==> src/hw/rtl/sal_pkg.sv <==
package sal_pkg;

    localparam int MAX_SETS   = 4096;
    localparam int MAX_WAYS   = 16;
    localparam int ADDR_WIDTH = 32;
    localparam int SET_W      = $clog2(MAX_SETS);
    localparam int WAY_W      = $clog2(MAX_WAYS);
    localparam int CNT_W      = 32;
    localparam int CFG_W      = 5;

    localparam logic [2:0] ACC_FLUSH = 3'd4;

    localparam logic [1:0] REG_OFFSET_BITS = 2'd0;
    localparam logic [1:0] REG_INDEX_BITS  = 2'd1;
    localparam logic [1:0] REG_WAYS_IN_USE = 2'd2;

    typedef struct packed {
        logic                  valid;
        logic [ADDR_WIDTH-1:0] tag;
    } way_t;

    typedef way_t [MAX_WAYS-1:0] row_t;

    typedef enum logic [1:0] {
        ST_CLEAR,
        ST_IDLE,
        ST_LOOKUP,
        ST_FLUSH
    } state_t;

    typedef struct packed {
        logic capture;
        logic update;
        logic clear_row;
        logic flush_done;
    } cmd_t;

    typedef struct packed {
        logic sweep_last;
    } status_t;

endpackage

==> src/hw/rtl/sal_ctrl.sv <==
module sal_ctrl
(
    input  logic             clk,
    input  logic             rst_n,
    input  logic             start,
    input  logic [2:0]       access_type,
    input  sal_pkg::status_t status,
    output sal_pkg::cmd_t    cmd,
    output logic             busy
);

    sal_pkg::state_t state_reg;
    sal_pkg::state_t state_next;

    always_ff @(posedge clk or negedge rst_n)
    begin
        if (!rst_n)
        begin
            state_reg <= sal_pkg::ST_CLEAR;
        end
        else
        begin
            state_reg <= state_next;
        end
    end

    always_comb
    begin
        state_next = state_reg;
        cmd        = '0;
        busy       = 1'b1;
        unique case (state_reg)
            sal_pkg::ST_CLEAR:
            begin
                cmd.clear_row = 1'b1;
                if (status.sweep_last)
                begin
                    state_next = sal_pkg::ST_IDLE;
                end
            end
            sal_pkg::ST_IDLE:
            begin
                busy = 1'b0;
                if (start)
                begin
                    if (access_type == sal_pkg::ACC_FLUSH)
                    begin
                        state_next = sal_pkg::ST_FLUSH;
                    end
                    else
                    begin
                        cmd.capture = 1'b1;
                        state_next  = sal_pkg::ST_LOOKUP;
                    end
                end
            end
            sal_pkg::ST_LOOKUP:
            begin
                cmd.update = 1'b1;
                state_next = sal_pkg::ST_IDLE;
            end
            sal_pkg::ST_FLUSH:
            begin
                cmd.clear_row = 1'b1;
                if (status.sweep_last)
                begin
                    cmd.flush_done = 1'b1;
                    state_next     = sal_pkg::ST_IDLE;
                end
            end
            default:
            begin
                state_next = sal_pkg::ST_IDLE;
            end
        endcase
    end

endmodule

==> config.mk <==
export PLATFORM = sky130hd
export DESIGN_NAME = sal_ctrl
export DESIGN_NICKNAME = d
export VERILOG_FILES = /design/src/hw/rtl/sal_pkg.sv /design/src/hw/rtl/sal_ctrl.sv
export SDC_FILE = /design/constraint.sdc
export NUM_CORES = 1
export LEC_CHECK = 0
export BUFFER_PORTS_ARGS = -buffer_cell sky130_fd_sc_hd__buf_4
export CORE_AREA = 8 8 45 47
export DETAILED_ROUTE_END_ITERATION = 8
export DIE_AREA = 0 0 53 55
export PLACE_DENSITY_LB_ADDON = 0.1
export SLEW_MARGIN = 20
export SYNTH_ARGS = -nofsm -noshare
export SYNTH_HDL_FRONTEND = slang
export SYNTH_SLANG_ARGS = --single-unit
==> constraint.sdc <==
create_clock -name clk -period 3.3 [get_ports clk]
set_input_delay 0.99 -clock clk [delete_from_list [all_inputs] [get_ports clk]]
set_output_delay 0.99 -clock clk [all_outputs]
set_load 0.01 [all_outputs]
Word level (Yosys, flattened, before mapping) --
Cells that the tools add are included.
Storage, ports and cells: bits of input ports 7, word-level logic and storage cells 22, output and inout port bits 5, bits in registers 2
Operators by class: reductions and logical operators 3, equality and inequality tests 6, multiplexer cells 12
Operators with widths (number):
- two-way mux 1 bit | 9
- case mux 2 bit (3 select lines) | 1
- == test 2 bit, second input constant | 2
- two-way mux 2 bit | 2
- == test 3 bit, second input constant | 1
- == test 2 x 1 -> 1 bit, second input constant | 1
- logical NOT 2 bit | 1
- != test 2 x 1 -> 1 bit, second input constant | 1
- != test 2 bit, second input constant | 1
- AND reduction 2 bit | 1
- OR reduction 2 bit | 1

Depth between registers and ports, before layout --
Gate-level depths: netlist (run 1).
word-level depth 4, gate-level depth with buffers 5, gate-level depth less buffers 5

Worst setup path after synthesis (run 1) --
OpenSTA, ideal clock, no wires.
path kind input-to-output, start in access_type[1], end out cmd[3] (netlist bit), required time 2.310 ns, stages on the path 2, path buffers 0, path slack 0.733 ns, arrival time 1.577 ns, cells stage by stage or3b_1 > and3_1
RTL lines:
- start, declared | RTL line sal_ctrl.sv:6 | input logic [2:0] access_type,
- end, declared | RTL line sal_ctrl.sv:8 | output sal_pkg::cmd_t cmd,

==> results of run 1 <==
## cells in the final DEF, fill, tap and decap left out
cell                       instances
sky130_fd_sc_hd__clkbuf_4          3
sky130_fd_sc_hd__or3b_1            1
sky130_fd_sc_hd__nand2_1           1
sky130_fd_sc_hd__ha_1              4
sky130_fd_sc_hd__and3_1            1
sky130_fd_sc_hd__mux2_1            2
sky130_fd_sc_hd__dfrtp_1           2
sky130_fd_sc_hd__o22ai_2           1
sky130_fd_sc_hd__inv_1             3
sky130_fd_sc_hd__and2_1            1
sky130_fd_sc_hd__inv_2             1
sky130_fd_sc_hd__buf_4            11
## layout make-up
| type | count | area, sq um | share of cell area [%] |
|---|---|---|---|
| Multi-Input combinational cell | 11 | 110.1 | 36.67 |
| Timing Repair Buffer | 11 | 82.58 | 27.50 |
| Inverter | 4 | 15.01 | 5.000 |
| Sequential cell | 2 | 50.05 | 16.67 |
| Clock buffer | 3 | 22.52 | 7.500 |
| Tap cell | 16 | 20.02 | 6.667 |
## worst max-delay path, delay by kind of cell
kind	cells	cell delay, ps
simple gates	2	580
buf+inv	2	240
## worst max-delay path by stage
stage,endpoint,slack [ps],cells after the start
2_1_floorplan,cmd[3],730,2
3_3_place_gp,cmd[3],500,4
3_5_place_dp,cmd[3],490,4
4_1_cts,cmd[3],490,4
5_1_grt,cmd[3],470,4
6_report,cmd[3],490,4
## power by group
group	internal (W)	switching [W]	total, W
sequential	0.0000375	0.0000152	0.0000527
clock	0.0000401	0.0000132	0.0000533
combinational	0.0000850	0.0000740	0.000159
total	0.000163	0.000102	0.000265
## synthesized netlist by cell type (all sizes together)
master / count
and2: 1
inv: 4
o22ai: 1
dfrtp: 2
nand2: 1
or3b: 1
ha: 4
and3: 1
mux2: 2
## layer usage
metal	wire length [um]	GRT usage, %	share of wire [%]	vias up
li1	-	-	-	83
met1	208	3.338	45	71
met2	181	3.906	39	9
met3	77	2.406	17	0
met4	0	5.172	0	0
met5	0	0	0	-
## stage by stage
stage | std cells | total power (W) | worst slack (ps) | hold slack [ps] | area [sq um]
after CTS | 47 | 0.0002759 | 488.2 | 531.1 | 300.3
after detailed placement | 44 | 0.0002163 | 489.7 | 572.7 | 277.8
after floorplan | 17 | 0.0001468 | 733.0 | 517.3 | 175.2
after global routing | 47 | 0.0002899 | 465.7 | 530.4 | 300.3
final | 47 | 0.0002650 | 490.9 | 544.4 | 300.3
after global placement | 44 | 0.0002155 | 495.0 | 571.2 | 277.8
## cell families after synthesis
kind of cell	after synthesis	synth area share, %
compound gates	1	7.142
fa+ha+maj	4	28.57
buf+inv	4	8.569
flops	2	28.57
mux	2	12.86
simple gates	4	14.29
==> results.txt, run 1 <==
The final RePlAce weighted congestion came out at approximately 0.65. TritonCTS built the clock tree. The clock passes through at most 2 buffers. The number of antenna violations at the first check in global routing came out at 0. The final critical path time including I/O delays and setup came out at 2809 ps.

The count of clock tree sinks is 2. The root cell of the clock tree is sky130_fd_sc_hd__clkbuf_4. The worst setup path is launched from an input port.

The register with the most flip-flops in the layout has 2 of them. The final-report hold violation count was 0. Dividing the final minimum period by the clock period gives a little under nine tenths. The area of the core came out at about 1400 sq um. For the pin with the worst max-slew slack, the measured transition is 175.4 ps. The detailed placer's ending HPWL came out at roughly 390 um. The worst setup path is captured at a primary output. Pin placement for this block handled 12 I/O pins. The setup slack of the most critical reg-to-reg path is ~1800 ps. Of all nets on the critical path, the largest fanout is 2. The min-delay analysis places its worst path in the category input port to asynchronous set/reset pin.

The max-slew violation total from the final report came out at 0. The number of buffers added by the clock tree synthesis step came out at 3. Setup repair after global routing left no endpoint under its margin.

The setup clock skew after layout came out at a little over 0.9 ps. Traced cell by cell, the critical path runs through buf_4, or3b_1, and3_1, buf_4. The critical path class is input port to primary output. The arrival time at the worst endpoint came out at ~1800 ps. The fill cell total of the finished layout came out at between 150 and 200. The detail route stage leaves a number of antenna-violating nets equal to 0.

The clock latency reported for the late side of the worst-skew pair is about 220 ps. The endpoint identified for the worst register-to-register timing path is state_reg[1]$_DFFE_PN0P_. The synthesized netlist cell count came out at 17. Global routing finished with a remaining overflow of 0. Setup violations remaining at the end of the flow were counted as 0. The register bit count reported by yosys came out at 2. The proportion of synthesized chip area in sequential cells is ~29%. The global-route total usage across every layer is 3.441%. The count of warnings emitted by yosys is 0.

The final standard cell utilization of the core came out at between 20 and 25%. The number of buffers added for setup after CTS came out at 0. The areal power density over the cells is slightly below 900 nW/um^2. The most numerous cell on the critical path is sky130_fd_sc_hd__buf_4. The flow ran to the end, and the final reports show no timing, DRC or antenna violations.

VDD sags by at most about 0.23 mV. The launch point of the worst reg-to-reg path is state_reg[0]$_DFFE_PN0P_. The average detailed-routed wire length per instance came out at ~9.9 um. The share of layout cells above drive strength 1 is 51.61%. The worst slew margin relative to its limit is about 88%. After detailed routing, the number of remaining DRC violations is 0.

The via count of the routed design is roughly 160. For the worst setup path, the data required time is approximately 2300 ps. The area share of the leading cell type in the synthesized netlist is 28.57%.

The iteration-0 DRC count of the detailed router came out at 0. The total iterations of the first detailed-routing run came out at 1. 0 antenna diodes ended up in the layout. The floorplan step set the die height to 55 um.

Timing would allow up to around 0.36 GHz. The cell area after synthesis came out at roughly 180 sq um. In this run the number of H-tree levels came out at 1. The clock slew seen by the registers of the worst setup and hold paths is around 30 ps.

The average cell area after synthesis came out at 10.30 sq um. The largest net degree at the start of global routing came out at 6. The number of cells on the worst reg-to-reg path came out at 5. The area growth from synthesis to layout came out at 71.43%. The ratio of routed vias to standard cells came out at roughly 3.5. The maximum single-stage delay on the critical path is slightly below 400 ps. The final layout net count came out at 44. The number of global-route vias before repair came to about 180. The number of gates resized after CTS was 0.

In this run, distinct cell masters in the synthesized netlist total 10. The die width is approximately 53 um. The wire length reported by the detailed router came out at roughly 470 um. The tool flagged a number of max-cap violations equal to 0. Summed over all instances, the cell type with the most area after synthesis is sky130_fd_sc_hd__dfrtp_1.

The number of nets in the synthesized netlist is 28. The number of input and output port buffers inserted came out at 11. The leakage power of the design is around 0.17 nW. In this run the core area contains 14 standard-cell rows. By area the synthesized netlist is led by sky130_fd_sc_hd__dfrtp_1, sky130_fd_sc_hd__ha_1, sky130_fd_sc_hd__mux2_1, sky130_fd_sc_hd__o22ai_2, sky130_fd_sc_hd__inv_1. The die outline area is slightly below 3000 sq um. The initial core utilization came out at around an eighth. The post-cts hold buffer count came out at 0.

The cell at the slowest stage of the critical path is sky130_fd_sc_hd__or3b_1. Setup total negative slack on the finished layout was measured at 0 ps. The first global-routing pass estimated a little under 700 um of wire. The most critical setup path has its startpoint at access_type[1].
No activity file was read; power rests on OpenSTA's default activity.
==> inputs of run 2 (changes only) <==
--- a/config.mk
+++ b/config.mk
@@ -10,4 +10,6 @@
 export DETAILED_ROUTE_END_ITERATION = 8
 export DIE_AREA = 0 0 53 55
+export GPL_ROUTABILITY_DRIVEN = 0
+export MAX_ROUTING_LAYER = met4
 export PLACE_DENSITY_LB_ADDON = 0.1
 export SLEW_MARGIN = 20
==> constraint.sdc (replaced) <==
create_clock -name clk -period 3.3 [get_ports clk]
set_input_delay 0.99 -clock clk [delete_from_list [all_inputs] [get_ports clk]]
set_output_delay 0.99 -clock clk [all_outputs]
set_load 0.02 [all_outputs]
==> results.txt, run 2 (synthesis results as in run 1) <==
The required time of the worst setup path came out at 2310 ps (about the same). The critical path class is input port to primary output (unchanged). The areal power density over the cells came out at 966.2 nW/um^2 (was 882.6 nW/um^2). The final design area excluding fillers is 300.3 sq um (unchanged). The number of top-level design ports came out at 12 (unchanged).

Result of the run: complete, no violations (unchanged). The setup clock skew after layout came out at 0.8727 ps (was 0.9062 ps). The clock latency reported for the late side of the worst-skew pair is 220 ps (about the same). The first-pass GRT wire length came to 710 um (was 683 um). The number of cells on the worst reg-to-reg path is 5 (unchanged). The die width was 53 um (unchanged).

The area after detailed placement came out at 277.8 sq um (unchanged). Cell breakdown of the critical path: buf_4, or3b_1, and3_1, buf_4 (unchanged). Commonest cells after routing, fill and taps aside: sky130_fd_sc_hd__buf_4, sky130_fd_sc_hd__ha_1, sky130_fd_sc_hd__inv_1, sky130_fd_sc_hd__clkbuf_4 (unchanged). The cell family with the largest share of critical-path delay was simple AND/OR/NAND/NOR gates (unchanged). The number of buffers added for setup after CTS is 0 (unchanged).

The area growth from synthesis to layout came out at 71.43% (unchanged). The number of gates resized after cts is 0 (unchanged). The share of layout cells above drive strength 1 came to 51.61% (unchanged). The number of rows created at floorplan is 14 (unchanged). The TritonCTS clock tree is yes (unchanged).

The die height is 55 um (unchanged). The worst reg2reg path endpoint is state_reg[1]$_DFFE_PN0P_ (unchanged). The final routed DRC violation total is 0 (unchanged). The worst hold path class is input port to asynchronous set/reset pin (unchanged). The final cell count without fillers is 47 (unchanged). The number of antenna violations at the first check in global routing came to 0 (unchanged). The average detailed-routed wire length per instance is 9.851 um (was 9.915 um).

The critical path launch point type is an input port (unchanged). The number of buffers added by the clock tree synthesis step came out at 3 (unchanged). The via count of the routed design was 163 (unchanged).

The maximum single-stage delay on the critical path came out at 390 ps (about the same). The final layout net count is 44 (unchanged). The cell at the slowest stage of the critical path is sky130_fd_sc_hd__or3b_1 (unchanged). The arrival time at the worst endpoint is 1830 ps (was 1820 ps).

The number of global-route vias before repair is 183 (was 181). The most numerous cell on the critical path was sky130_fd_sc_hd__buf_4 (unchanged). The ratio of routed vias to standard cells is 3.468 (unchanged). The fill cell total of the finished layout was 163 (was 152).

The max-slew violation total from the final report is 0 (unchanged). The launch point of the worst reg-to-reg path is state_reg[0]$_DFFE_PN0P_ (unchanged). The number of buffer and inverter instances along the worst setup path is 2 (unchanged). The clock tree buffer depth is 2 (unchanged). The post-cts hold buffer count came out at 0 (unchanged). The global-route total usage across every layer came to 3.770% (was 3.441%). The total of max-cap violations is 0 (unchanged). The root cell of the clock tree was sky130_fd_sc_hd__clkbuf_4 (unchanged). The most common cell after layout, fill and taps aside is sky130_fd_sc_hd__buf_4 (unchanged). The number of flip-flops under the largest register name was 2 (unchanged). The type of element capturing the critical path is a primary output (unchanged).

The number of input and output port buffers inserted was 11 (unchanged). The detailed placer's ending HPWL is 391 um (was 389.9 um). The remaining number of nets flagged by the antenna check after routing came out at 0 (unchanged).

The clock slew seen by the registers of the worst setup and hold paths is 30 ps (about the same). The highest fanout seen on the critical path is 2 (unchanged). The wire length reported by the detailed router came to 463 um (was 466 um). The count of clock tree sinks came to 2 (unchanged). The total grt overflow came out at 0 (unchanged).

The die outline area is 2915 sq um (unchanged). Unrepaired setup endpoints after global routing: no (unchanged). The final number of setup-violating endpoints is 0 (unchanged).

The worst-case setup margin in the final layout came out at 478.1 ps (was 490.9 ps). The initial core utilization came to 12.66% (unchanged). The smallest hold slack was 544.0 ps (was 544.4 ps).

The depth of the CTS H-tree is 1 (unchanged). The transition time at the pin with the least slew margin came to 175.1 ps (was 175.4 ps). The worst slew margin relative to its limit came out at 88.32% (was 88.31%). The final critical path time including I/O delays and setup is 2822 ps (was 2809 ps).

The placed instance count is 44 (unchanged). The leakage power of the design came to 0.1663 nW (unchanged). The pre-CTS worst setup slack is 478.4 ps (was 489.7 ps). The final-report hold violation count came out at 0 (unchanged). The total iterations of the first detailed-routing run came out at 1 (unchanged). The largest vdd supply drop is 0.2073 mV (was 0.2251 mV). The total negative setup slack came out at 0 ps (unchanged).

The share of the clock period used by the worst path came out at 85.51% (was 85.12%). The iteration-0 DRC count of the detailed router came out at 0 (unchanged). The setup slack of the most critical reg-to-reg path was 1820 ps (was 1810 ps). The largest net degree at the start of global routing is 6 (unchanged). The area of the core is 1384 sq um (unchanged).

The number of diodes added for antenna fixing is 0 (unchanged). The maximum clock rate is 0.3544 GHz (was 0.3560 GHz).
[run 2: cell counts in the layout (fill, tap and decap cells not counted)]
No cell type changed its count.
[run 2: worst max path at each step]
| stage | start | to | slack, ps | cells past startpoint |
|---|---|---|---|---|
| global placement | access_type[1] | cmd[3] | 480 | 4 |
| global route | access_type[1] | cmd[3] | 450 | 4 |
| finish | access_type[1] | cmd[3] | 480 | 4 |
| floorplan | access_type[1] | cmd[3] | 690 | 2 |
| detailed placement | access_type[1] | cmd[3] | 480 | 4 |
| CTS | access_type[1] | cmd[3] | 480 | 4 |
[run 2: per-stage QoR]
step	total power (W)	util [%]
global placement	0.0002401	20.07
global route	0.0003159	21.70
detailed placement	0.0002406	20.07
finish	0.0002902	21.70
CTS	0.0002992	21.70
floorplan	0.0001730	-
[run 2: layout make-up]
cell class              instances  area, sq um  share of cell area [%]
clock buffers                   3        22.52                   7.500
inverters                       4        15.01                   5.000
multi-input cells              11        110.1                   36.67
flip-flops and latches          2        50.05                   16.67
well taps                      16        20.02                   6.667
repair buffers                 11        82.58                   27.50
[run 2: power breakdown]
part	switching, W	total, W	internal (W)
combinational	0.0000982	0.000184	0.0000861
sequential	0.0000150	0.0000525	0.0000375
clock	0.0000133	0.0000534	0.0000401
[run 2: worst reg2reg max path, stage by stage (launching register included)]
cell,delay [ps]
sky130_fd_sc_hd__dfrtp_1,410
sky130_fd_sc_hd__inv_1,60
sky130_fd_sc_hd__ha_1,300
sky130_fd_sc_hd__inv_1,50
sky130_fd_sc_hd__o22ai_2,190
sky130_fd_sc_hd__mux2_1,340
[run 2: per-layer routing]
layer  track usage, %  share of wire [%]  vias up
met5                -                  0        -
met4            5.172                  0        0
met3            3.209                 18        0
met2            4.102                 39        9
met1            3.338                 42       71
li1                 -                  -       83
==> inputs of run 3 (changes only) <==
Settings changed: RECOVER_POWER from default to 50.
==> results.txt, run 3 (synthesis results as in run 1) <==
The number of buffers added by the clock tree synthesis step came out at 3 (unchanged). The number of antenna violations at the first check in global routing came out at 0 (unchanged). The die height was 55 um (unchanged). The maximum clock rate is 0.3544 GHz (unchanged). The die width was 53 um (unchanged). The number of top-level design ports came out at 12 (unchanged). The depth of the CTS H-tree is 1 (unchanged). The number of diodes added for antenna fixing is 0 (unchanged). Result of the run: complete, no violations (unchanged).

The total negative setup slack is 0 ps (unchanged). The count of clock tree sinks came to 2 (unchanged). The area of the core came out at 1384 sq um (unchanged). The average detailed-routed wire length per instance was 9.979 um (was 9.851 um). The number of rows created at floorplan came out at 14 (unchanged). The setup clock skew after layout is 0.9185 ps (was 0.8727 ps). The clock tree buffer depth came out at 2 (unchanged). The cell at the slowest stage of the critical path is sky130_fd_sc_hd__or3b_1 (unchanged). The critical path class is input port to primary output (unchanged). The final layout net count is 44 (unchanged). The number of buffer and inverter instances along the worst setup path is 2 (unchanged). The total grt overflow is 0 (unchanged). The maximum single-stage delay on the critical path came to 390 ps (about the same). The fill cell total of the finished layout is 166 (was 163). The final routed DRC violation total is 0 (unchanged). The clock slew seen by the registers of the worst setup and hold paths is 30 ps (about the same). The area after detailed placement came to 277.8 sq um (unchanged). The die outline area came to 2915 sq um (unchanged).

The number of flip-flops under the largest register name is 2 (unchanged). The TritonCTS clock tree was yes (unchanged). The final design area excluding fillers is 290.3 sq um (was 300.3 sq um). The number of buffers added for setup after CTS is 0 (unchanged).

The placed instance count came out at 44 (unchanged). The required time of the worst setup path is 2310 ps (about the same). The worst slew margin relative to its limit was 83.75% (was 88.32%). The via count of the routed design came out at 163 (unchanged). The type of element capturing the critical path is a primary output (unchanged). The area growth from synthesis to layout is 65.71% (was 71.43%). The remaining number of nets flagged by the antenna check after routing came out at 0 (unchanged). The smallest hold slack is 547.9 ps (was 544.0 ps). The most common cell after layout, fill and taps aside is sky130_fd_sc_hd__buf_4 (unchanged). The detailed placer's ending HPWL is 391 um (unchanged).

The most numerous cell on the critical path is sky130_fd_sc_hd__buf_4 (unchanged). The final-report hold violation count was 0 (unchanged). The global-route total usage across every layer came out at 3.770% (unchanged).

The combined flip-flop and latch cell area came out at 50.05 sq um (unchanged). The cell family with the largest share of critical-path delay is simple AND/OR/NAND/NOR gates (unchanged). The root cell of the clock tree is sky130_fd_sc_hd__clkbuf_4 (unchanged). The share of the clock period used by the worst path is 85.51% (unchanged). The iteration-0 DRC count of the detailed router came out at 0 (unchanged). The clock latency reported for the late side of the worst-skew pair came out at 220 ps (about the same).

The leakage power of the design came out at 0.1604 nW (was 0.1663 nW). The share of layout cells above drive strength 1 came out at 45.16% (was 51.61%). The arrival time at the worst endpoint came out at 1830 ps (about the same).

The worst hold path class is input port to asynchronous set/reset pin (unchanged). The number of global-route vias before repair came to 183 (unchanged). The max-slew violation total from the final report came out at 0 (unchanged). Cell breakdown of the critical path: buf_4, or3b_1, and3_1, buf_4 (unchanged). The largest net degree at the start of global routing came to 6 (unchanged). The post-cts hold buffer count is 0 (unchanged). The number of input and output port buffers inserted came out at 11 (unchanged). The number of gates resized after cts came out at 0 (unchanged). The final critical path time including I/O delays and setup is 2822 ps (unchanged). The total iterations of the first detailed-routing run came out at 1 (unchanged).

The total of max-cap violations is 0 (unchanged). The largest vdd supply drop was 0.2028 mV (was 0.2073 mV). The wire length reported by the detailed router is 469 um (was 463 um). The multi-input gate area in the final layout is 103.9 sq um (was 110.1 sq um). The final standard cell utilization of the core is 20.98% (was 21.70%). The transition time at the pin with the least slew margin is 243.7 ps (was 175.1 ps). Unrepaired setup endpoints after global routing: no (unchanged). The critical path launch point type was an input port (unchanged). Commonest cells after routing, fill and taps aside: sky130_fd_sc_hd__buf_4, sky130_fd_sc_hd__ha_1, sky130_fd_sc_hd__inv_1, sky130_fd_sc_hd__clkbuf_4 (unchanged). The initial core utilization is 12.66% (unchanged). The final cell count without fillers came out at 47 (unchanged). The first-pass GRT wire length is 710 um (unchanged). The areal power density over the cells came out at 973.4 nW/um^2 (was 966.2 nW/um^2). The final number of setup-violating endpoints came to 0 (unchanged). The ratio of routed vias to standard cells is 3.468 (unchanged). The highest fanout seen on the critical path was 2 (unchanged).
run 3: cell count changes in the layout (fill, tap and decap cells not counted), sizes merged:
cell / change
buf: -1
clkbuf: +1
run 3: final cells by class:
type                    count  area share, %
well taps                  16          6.897
repair buffers             11          27.16
multi-input cells          11          35.78
flip-flops and latches      2          17.24
clock buffers               3          7.759
inverters                   4          5.172
run 3: through the flow:
stage,setup WS [ps],power [W]
global placement,481.6,0.0002401
detailed placement,478.4,0.0002406
CTS,476.9,0.0002992
floorplan,694.6,0.0001730
global route,452.0,0.0003086
finish,478.1,0.0002825
run 3: layer usage:
layer | up-vias | part of all wire, % | GRT usage, %
met5 | - | 0 | -
li1 | 83 | - | -
met4 | 0 | 0 | 5.172
met2 | 9 | 39 | 4.102
met3 | 0 | 18 | 3.209
met1 | 71 | 43 | 3.338
run 3: final timing paths:
path                                          start                       end  slack, ps  cells after the start
setup / recovery                     access_type[1]                    cmd[3]        480                      4
hold / removal                                rst_n  state_reg[1]$_DFFE_PN0P_        550                      1
setup reg to reg           state_reg[0]$_DFFE_PN0P_  state_reg[1]$_DFFE_PN0P_       1770                      5
hold reg to reg            state_reg[1]$_DFFE_PN0P_  state_reg[1]$_DFFE_PN0P_        570                      1
max in group asynchronous                     rst_n  state_reg[0]$_DFFE_PN0P_       2620                      1
min in group clk           state_reg[1]$_DFFE_PN0P_  state_reg[1]$_DFFE_PN0P_        570                      1
run 3: power breakdown:
group | total [W] | internal [W] | switching (W)
clock | 0.0000534 | 0.0000401 | 0.0000133
combinational | 0.000177 | 0.0000813 | 0.0000953
sequential | 0.0000525 | 0.0000375 | 0.0000150
total | 0.000283 | 0.000159 | 0.000124
